**src/rtl/btc_pkg.sv**
```systemverilog
package btc_pkg;

  localparam int unsigned CfgDataW = 64;
  localparam int unsigned LenRegW  = 5;
  localparam int unsigned SlotW    = 4;
  localparam int unsigned ByteW    = 8;

  // configuration register indexes
  localparam logic REG_BLOCK_LEN  = 1'b0;
  localparam logic REG_PERM_TABLE = 1'b1;

  localparam logic [ByteW-1:0] PAD_CHAR = 8'd42;

  // controller to datapath
  typedef struct packed {
    logic place_msg;   // write the input word at the current position
    logic place_pad;   // write a pad word at the current position
    logic drain_step;  // move one buffered word into the output register
  } cmd_t;

  // datapath to controller
  typedef struct packed {
    logic fill_last;   // current position is the last of the block
    logic drain_last;  // current drain slot is the last of the block
    logic out_free;    // output register can take a word this cycle
  } stat_t;

endpackage

```
**src/rtl/btc_ctrl.sv**
```systemverilog
module btc_ctrl (
  input  logic           clk_i,
  input  logic           rst_ni,
  input  logic           in_valid_i,
  input  logic           msg_end_i,
  output logic           in_ready_o,
  input  btc_pkg::stat_t stat_i,
  output btc_pkg::cmd_t  cmd_o
);

  typedef enum logic [1:0] {
    ST_FILL,
    ST_PAD,
    ST_DRAIN
  } state_e;

  state_e state_q;
  state_e state_d;

  always_comb begin
    cmd_o      = '0;
    in_ready_o = 1'b0;
    state_d    = state_q;
    unique case (state_q)
      ST_FILL: begin
        in_ready_o = 1'b1;
        if (in_valid_i) begin
          cmd_o.place_msg = 1'b1;
          if (stat_i.fill_last) begin
            state_d = ST_DRAIN;
          end else if (msg_end_i) begin
            state_d = ST_PAD;
          end
        end
      end
      ST_PAD: begin
        cmd_o.place_pad = 1'b1;
        if (stat_i.fill_last) begin
          state_d = ST_DRAIN;
        end
      end
      ST_DRAIN: begin
        if (stat_i.out_free) begin
          cmd_o.drain_step = 1'b1;
          if (stat_i.drain_last) begin
            state_d = ST_FILL;
          end
        end
      end
      default: state_d = ST_FILL;
    endcase
  end

  always_ff @(posedge clk_i or negedge rst_ni) begin
    if (!rst_ni) begin
      state_q <= ST_FILL;
    end else begin
      state_q <= state_d;
    end
  end

endmodule

```
**src/rtl/btc_datapath.sv**
```systemverilog
module btc_datapath #(
  parameter int unsigned MAX_BLOCK = 16
) (
  input  logic                         clk_i,
  input  logic                         rst_ni,
  input  logic                         cfg_we_i,
  input  logic                         cfg_idx_i,
  input  logic [btc_pkg::CfgDataW-1:0] cfg_data_i,
  input  logic [btc_pkg::ByteW-1:0]    msg_byte_i,
  input  logic                         msg_end_i,
  input  btc_pkg::cmd_t                cmd_i,
  output btc_pkg::stat_t               stat_o,
  output logic                         out_valid_o,
  input  logic                         out_ready_i,
  output logic [btc_pkg::ByteW-1:0]    out_byte_o,
  output logic                         block_end_o,
  output logic                         message_end_o
);

  localparam int unsigned IdxW = (MAX_BLOCK > 1) ? $clog2(MAX_BLOCK) : 1;
  localparam int unsigned LenW = $clog2(MAX_BLOCK + 1);

  logic [btc_pkg::LenRegW-1:0]  len_q;
  logic [btc_pkg::CfgDataW-1:0] perm_q;
  logic [LenW-1:0]              pos_q;
  logic [LenW-1:0]              drain_q;
  logic                         last_q;
  logic [btc_pkg::ByteW-1:0]    buf_q [MAX_BLOCK];

  logic                         out_valid_q;
  logic [btc_pkg::ByteW-1:0]    out_byte_q;
  logic                         block_end_q;
  logic                         message_end_q;

  logic [LenW-1:0]              eff_len;
  logic [btc_pkg::LenRegW-1:0]  pos_ext;
  logic [btc_pkg::SlotW-1:0]    slot;
  logic                         slot_ok;
  logic [btc_pkg::ByteW-1:0]    wr_byte;
  logic                         wr_en;
  logic [LenW-1:0]              pos_inc;
  logic [LenW-1:0]              drain_inc;

  // zero length acts as one, anything above the buffer saturates
  always_comb begin
    if (len_q == '0) begin
      eff_len = LenW'(1);
    end else if (len_q > btc_pkg::LenRegW'(MAX_BLOCK)) begin
      eff_len = LenW'(MAX_BLOCK);
    end else begin
      eff_len = len_q[LenW-1:0];
    end
  end

  assign pos_ext   = btc_pkg::LenRegW'(pos_q);
  assign slot      = perm_q[pos_ext[btc_pkg::SlotW-1:0] * btc_pkg::SlotW +: btc_pkg::SlotW];
  assign slot_ok   = btc_pkg::LenRegW'(slot) < btc_pkg::LenRegW'(MAX_BLOCK);
  assign wr_byte   = cmd_i.place_pad ? btc_pkg::PAD_CHAR : msg_byte_i;
  assign wr_en     = (cmd_i.place_msg || cmd_i.place_pad) && slot_ok;
  assign pos_inc   = pos_q + LenW'(1);
  assign drain_inc = drain_q + LenW'(1);

  assign stat_o.fill_last  = pos_inc >= eff_len;
  assign stat_o.drain_last = drain_inc >= eff_len;
  assign stat_o.out_free   = !out_valid_q || out_ready_i;

  // slots outside the buffer are dropped
  always_ff @(posedge clk_i) begin
    if (wr_en) begin
      buf_q[slot[IdxW-1:0]] <= wr_byte;
    end
  end

  always_ff @(posedge clk_i or negedge rst_ni) begin
    if (!rst_ni) begin
      len_q   <= btc_pkg::LenRegW'(16);
      perm_q  <= '0;
      pos_q   <= '0;
      drain_q <= '0;
      last_q  <= 1'b0;
    end else begin
      if (cfg_we_i) begin
        unique case (cfg_idx_i)
          btc_pkg::REG_BLOCK_LEN: begin
            len_q <= cfg_data_i[btc_pkg::LenRegW-1:0];
            pos_q <= '0;
          end
          btc_pkg::REG_PERM_TABLE: perm_q <= cfg_data_i;
          default: ;
        endcase
      end
      if (cmd_i.place_msg || cmd_i.place_pad) begin
        pos_q <= stat_o.fill_last ? '0 : pos_inc;
      end
      if (cmd_i.place_msg) begin
        last_q <= msg_end_i;
      end
      if (cmd_i.drain_step) begin
        drain_q <= stat_o.drain_last ? '0 : drain_inc;
      end
    end
  end

  // output word register
  always_ff @(posedge clk_i or negedge rst_ni) begin
    if (!rst_ni) begin
      out_valid_q <= 1'b0;
    end else if (cmd_i.drain_step) begin
      out_valid_q <= 1'b1;
    end else if (out_ready_i) begin
      out_valid_q <= 1'b0;
    end
  end

  always_ff @(posedge clk_i) begin
    if (cmd_i.drain_step) begin
      out_byte_q    <= buf_q[drain_q[IdxW-1:0]];
      block_end_q   <= stat_o.drain_last;
      message_end_q <= stat_o.drain_last && last_q;
    end
  end

  assign out_valid_o   = out_valid_q;
  assign out_byte_o    = out_byte_q;
  assign block_end_o   = block_end_q;
  assign message_end_o = message_end_q;

endmodule

```
**src/rtl/block_transposition_cipher.sv**
```systemverilog
// channel  direction  handshake                 payload
// cfg      in         cfg_we_i                  cfg_idx_i, cfg_data_i[63:0]
// in       in         in_valid_i / in_ready_o   msg_byte_i[7:0], msg_end_i
// out      out        out_valid_o / out_ready_i out_byte_o[7:0], block_end_o, message_end_o
//
// message words are taken one a cycle while the block fills; the word that completes a
// block, or ends the message, is followed by the missing pad words, one a cycle, and a
// drain of the block from the single-write buffer, one slot a cycle while out is free
// reset is asynchronous and active low; block_len returns to 16, the table to zero
// input is held off during pad and drain; a stalled output holds the drain
module block_transposition_cipher #(
  parameter int unsigned MAX_BLOCK = 16
) (
  input  logic                         clk_i,
  input  logic                         rst_ni,
  input  logic                         cfg_we_i,
  input  logic                         cfg_idx_i,
  input  logic [btc_pkg::CfgDataW-1:0] cfg_data_i,
  input  logic                         in_valid_i,
  output logic                         in_ready_o,
  input  logic [btc_pkg::ByteW-1:0]    msg_byte_i,
  input  logic                         msg_end_i,
  output logic                         out_valid_o,
  input  logic                         out_ready_i,
  output logic [btc_pkg::ByteW-1:0]    out_byte_o,
  output logic                         block_end_o,
  output logic                         message_end_o
);

  btc_pkg::cmd_t  cmd;
  btc_pkg::stat_t stat;

  btc_ctrl u_ctrl (
    .clk_i      (clk_i),
    .rst_ni     (rst_ni),
    .in_valid_i (in_valid_i),
    .msg_end_i  (msg_end_i),
    .in_ready_o (in_ready_o),
    .stat_i     (stat),
    .cmd_o      (cmd)
  );

  btc_datapath #(
    .MAX_BLOCK (MAX_BLOCK)
  ) u_datapath (
    .clk_i         (clk_i),
    .rst_ni        (rst_ni),
    .cfg_we_i      (cfg_we_i),
    .cfg_idx_i     (cfg_idx_i),
    .cfg_data_i    (cfg_data_i),
    .msg_byte_i    (msg_byte_i),
    .msg_end_i     (msg_end_i),
    .cmd_i         (cmd),
    .stat_o        (stat),
    .out_valid_o   (out_valid_o),
    .out_ready_i   (out_ready_i),
    .out_byte_o    (out_byte_o),
    .block_end_o   (block_end_o),
    .message_end_o (message_end_o)
  );

endmodule
```
**config.mk**
```make
export PLATFORM = sky130hd
export DESIGN_NAME = block_transposition_cipher
export DESIGN_NICKNAME = d
export VERILOG_FILES = /design/src/rtl/btc_pkg.sv /design/src/rtl/btc_ctrl.sv /design/src/rtl/btc_datapath.sv /design/src/rtl/block_transposition_cipher.sv
export SDC_FILE = /design/constraint.sdc
export NUM_CORES = 1
export LEC_CHECK = 0
export ABC_AREA = 1
export BUFFER_PORTS_ARGS = -buffer_cell sky130_fd_sc_hd__buf_2
export CORE_UTILIZATION = 35
export DETAILED_ROUTE_END_ITERATION = 16
export HOLD_SLACK_MARGIN = 0.05
export SLEW_MARGIN = 20
export SYNTH_ARGS = -nofsm -noshare
export SYNTH_HDL_FRONTEND = slang
export SYNTH_SLANG_ARGS = --single-unit
```
**constraint.sdc**
```tcl
create_clock -name clk_i -period 2 [get_ports clk_i]
set_clock_uncertainty 0.1 [all_clocks]
set_input_delay 0.1 -clock clk_i [delete_from_list [all_inputs] [get_ports clk_i]]
set_output_delay 0.1 -clock clk_i [all_outputs]
set_load 0.01 [all_outputs]
```
==> reports/results.txt <==
Worst Path Required -> 2.13 ns
Cells after Synth -> 821
DR WL/cell -> 16.9 um
core area -> 27000 um^2
vias per inst -> 4.96
cell area after layout -> 12900 um^2
Register Area -> 6230 um^2
GP Congestion -> 0.841
Starting Density -> 0.358
ANT cells -> 0
synthesis-to-layout area growth -> 33.1%
Die Span Y -> 168 um
ys flop type -> edfxtp_1
Final Hold Viols -> 0
Fin Setup TNS -> -24.28 ns
setup violators final -> 134
share of post-route cells with drive strength above 1 -> 0.285
Clk pin slew, worst setup/hold paths -> 0.06 ns
iteration count of the initial detailed-routing pass -> 5
Synth cell types -> 35
Cell Count Post-Placement -> 1270
hold depth -> 4
top layer in use -> met4
die width -> 168 um
worst min path class -> in -> reg
Reg2Reg Setup Slack -> -0.23 ns
CP Launch Type -> flop
Max Slew Vio Count -> 0
Nets -> 1143
Int Pwr -> 0.0108 W
Final Power -> 0.0166 W
Max clock buf depth -> 3
Reg2Reg Depth -> 10
Placed Area -> 10900 um^2
max_cap viols -> 0
clock latency on the worst-skew pair -> 0.52 ns
Psw -> 0.00577 W
I/O pin cnt -> 91
Synth warnings -> 0
TritonCTS clock tree -> built
crit end category -> flop
LEAKAGE -> 5.18 nW
Rows -> 60
H-tree levels -> 1
RSZ-0062 raised after global routing -> true
worst hold slack -> 0.0614 ns
DRT antenna net count -> 0
post-synthesis async set-or-reset flop share -> 0.376
crit-path max FO -> 13
WL met2 -> 10700 um
Sw Share -> 0.348
Metal-1 WL -> 11400 um
Slew Limit Headroom -> 0.653
CTS Root Cell -> clkbuf_16
PwrDens -> 1290 nW/um^2
cts bufs inserted -> 24
grt total ovfl -> 0
via count -> 7008
worst path arrival time -> 2.36 ns
DPL Wire Length -> 15600 um
Tmin final -> 2.23 ns
Initial DRC Count -> 511
largest net degree at the start of global routing -> 69
Max Fclk -> 449 MHz
first-pass GRT wire length -> 37600 um
residual DRC count -> 0
Synth Net Count -> 910
part of the power in registers -> 0.375
Mapped Area -> 9690 um^2
VDD IR max -> 0.651 mV
vias in the first global route -> 6799
EDFF count, synth -> 138
failing checks -> setup timing
CP Class -> reg -> reg
sequential area share after synthesis -> 0.642
final std cells w/o fill -> 1413
synthesized area per cell -> 11.8 um^2
setup slack after layout -> -0.227 ns
Post-Route WL -> 23900 um
number of port buffers -> 90
die area -> 28300 um^2
initial antenna violation count -> 0
period utilization -> 1.11
GRT Resource Usage Total -> 0.169
met3 WL -> 1220 um
Clk pwr share -> 0.249
area of the multi-input gates -> 3120 um^2
flops & latches, synth -> 221
CTS Sinks -> 221
FILL cells -> 2432
combinational fraction of design power -> 0.375
status -> finished with violations
slew of the pin with the lowest slew margin -> 0.519 ns
-- final timing paths --
kind,from,end
max in group asynchronous,rst_ni,u_datapath.len_q[4]$_DFFE_PN1P_
hold reg to reg,u_datapath.perm_q[4]$_DFFE_PN0P_,u_datapath.perm_q[4]$_DFFE_PN0P_
min in group asynchronous,rst_ni,u_datapath.pos_ext[4]$_DFFE_PN0P_
setup reg to reg,u_datapath.pos_ext[0]$_DFFE_PN0P_,u_datapath.buf_q[7][3]$_DFFE_PP_
hold / removal,msg_byte_i[7],u_datapath.buf_q[11][7]$_DFFE_PP_
setup / recovery,u_datapath.pos_ext[0]$_DFFE_PN0P_,u_datapath.buf_q[7][3]$_DFFE_PP_
-- sequential cells by signal, indices dropped and copies added (netlist names) --
signal	count
u_datapath.buf_q	128
u_datapath.perm_q	64
u_datapath.last_q	1
u_datapath.block_end_o	1
u_datapath.message_end_o	1
u_datapath.pos_ext	5
u_datapath.len_q	5
u_ctrl.state_q	2
u_datapath.out_valid_o	1
u_datapath.out_byte_o	8
u_datapath.drain_q	5
-- kinds of logic (layout without fill, tap and decap cells) --
group,count (synthesis),after routing,synth area share
buffers and inverters,108,359,0.0539
DFF,221,221,0.642
and+or+nand+nor,243,243,0.107
xor gates and xnor gates,4,4,0.00362
adders and majority gates,10,10,0.0129
muxes,66,66,0.0739
AOI/OAI and AO/OA,169,169,0.106
-- power by group through the flow --
| stage | clock network [W] | logic, W | registers [W] |
|---|---|---|---|
| floorplan | 0 | 0.00347 | 0.00626 |
| global placement | 0 | 0.00535 | 0.00629 |
| detailed placement | 0 | 0.00541 | 0.00630 |
| CTS | 0.00423 | 0.00572 | 0.00622 |
| global route | 0.00441 | 0.00687 | 0.00630 |
| finish | 0.00413 | 0.00622 | 0.00623 |
-- routing by layer --
metal  GRT usage  vias up
li1            -     3401
met1       0.252     3374
met2       0.255      194
met3      0.0216       39
met4      0.0470        0
met5           0        -
-- repair_timing --
| item | CTS | global route |
|---|---|---|
| cloned | 0 | 5 |
| endpoints found under the setup margin | 137 | 164 |
| buffers inserted | 0 | 7 |
| hold endpoints to repair | 198 | 0 |
| pin swaps | 5 | 28 |
| hold buffers | 89 | 0 |
| gates resized for setup | 22 | 53 |
-- per-stage QoR --
step | utilization | setup slack (ns)
2_1_floorplan | - | -0.101
3_3_place_gp | 0.402 | -0.257
3_5_place_dp | 0.402 | -0.285
4_1_cts | 0.465 | -0.185
5_1_grt | 0.477 | -0.322
6_report | 0.477 | -0.227
-- cells in the mapped netlist, types with 4 or more instances --
library cell | count | share of area
xor2_1 | 4 | 0.0036
nand4_1 | 4 | 0.0026
dfrtp_1 | 82 | 0.21
nor2_1 | 116 | 0.045
inv_2 | 4 | 0.0015
o221ai_1 | 22 | 0.020
nand2_1 | 67 | 0.026
mux2i_1 | 22 | 0.023
buf_4 | 5 | 0.0039
o211ai_1 | 24 | 0.019
nand2_2 | 8 | 0.0052
nand3_1 | 37 | 0.019
edfxtp_1 | 138 | 0.43
ha_1 | 10 | 0.013
buf_6 | 8 | 0.0093
buf_2 | 12 | 0.0062
a21oi_1 | 32 | 0.017
clkbuf_1 | 16 | 0.0062
o21ai_0 | 69 | 0.036
o21ai_1 | 11 | 0.0057
or2_2 | 4 | 0.0026
mux2_2 | 44 | 0.051
inv_1 | 54 | 0.021
o32ai_1 | 10 | 0.0090
-- worst max-delay path, stage by stage, from the launching register on --
cell and delay (ns):
dfrtp_2 0.43, buf_12 0.16, buf_16 0.15, inv_12 0.07, nor2_2 0.03, o211ai_1 0.24, nand3_1 0.14, nand2_2 0.16
nand3_4 0.14, nor2_2 0.16, buf_6 0.15
-- cell type report --
type / count / area share
Sequential cell: 221 / 0.483
Multi-Input combinational cell: 492 / 0.242
Timing Repair Buffer: 251 / 0.164
Clock buffer: 33 / 0.0508
Tap cell: 341 / 0.0331
Inverter: 63 / 0.0201
Clock inverter: 11 / 0.00611
Timing Repair inverter: 1 / 0.000679
-- cell usage in the layout (no fill, tap or decap), types with 6 or more instances in the layout --
master	instances
clkbuf_1	8
nand3_1	29
ha_1	8
nand3_2	9
mux2i_1	21
o21ai_0	61
buf_2	89
o211ai_1	24
buf_12	7
clkbuf_16	29
nand2_1	59
clkinv_1	7
nor2_4	6
o221ai_1	22
dlygate4sd3_1	87
o32ai_1	10
dfrtp_1	79
nor2_1	100
nand2_2	11
mux2_2	44
edfxtp_1	138
buf_6	17
buf_4	46
o21ai_1	19
a21oi_1	32
inv_1	54
nor2_2	14
(Power assumes the default switching activity.)
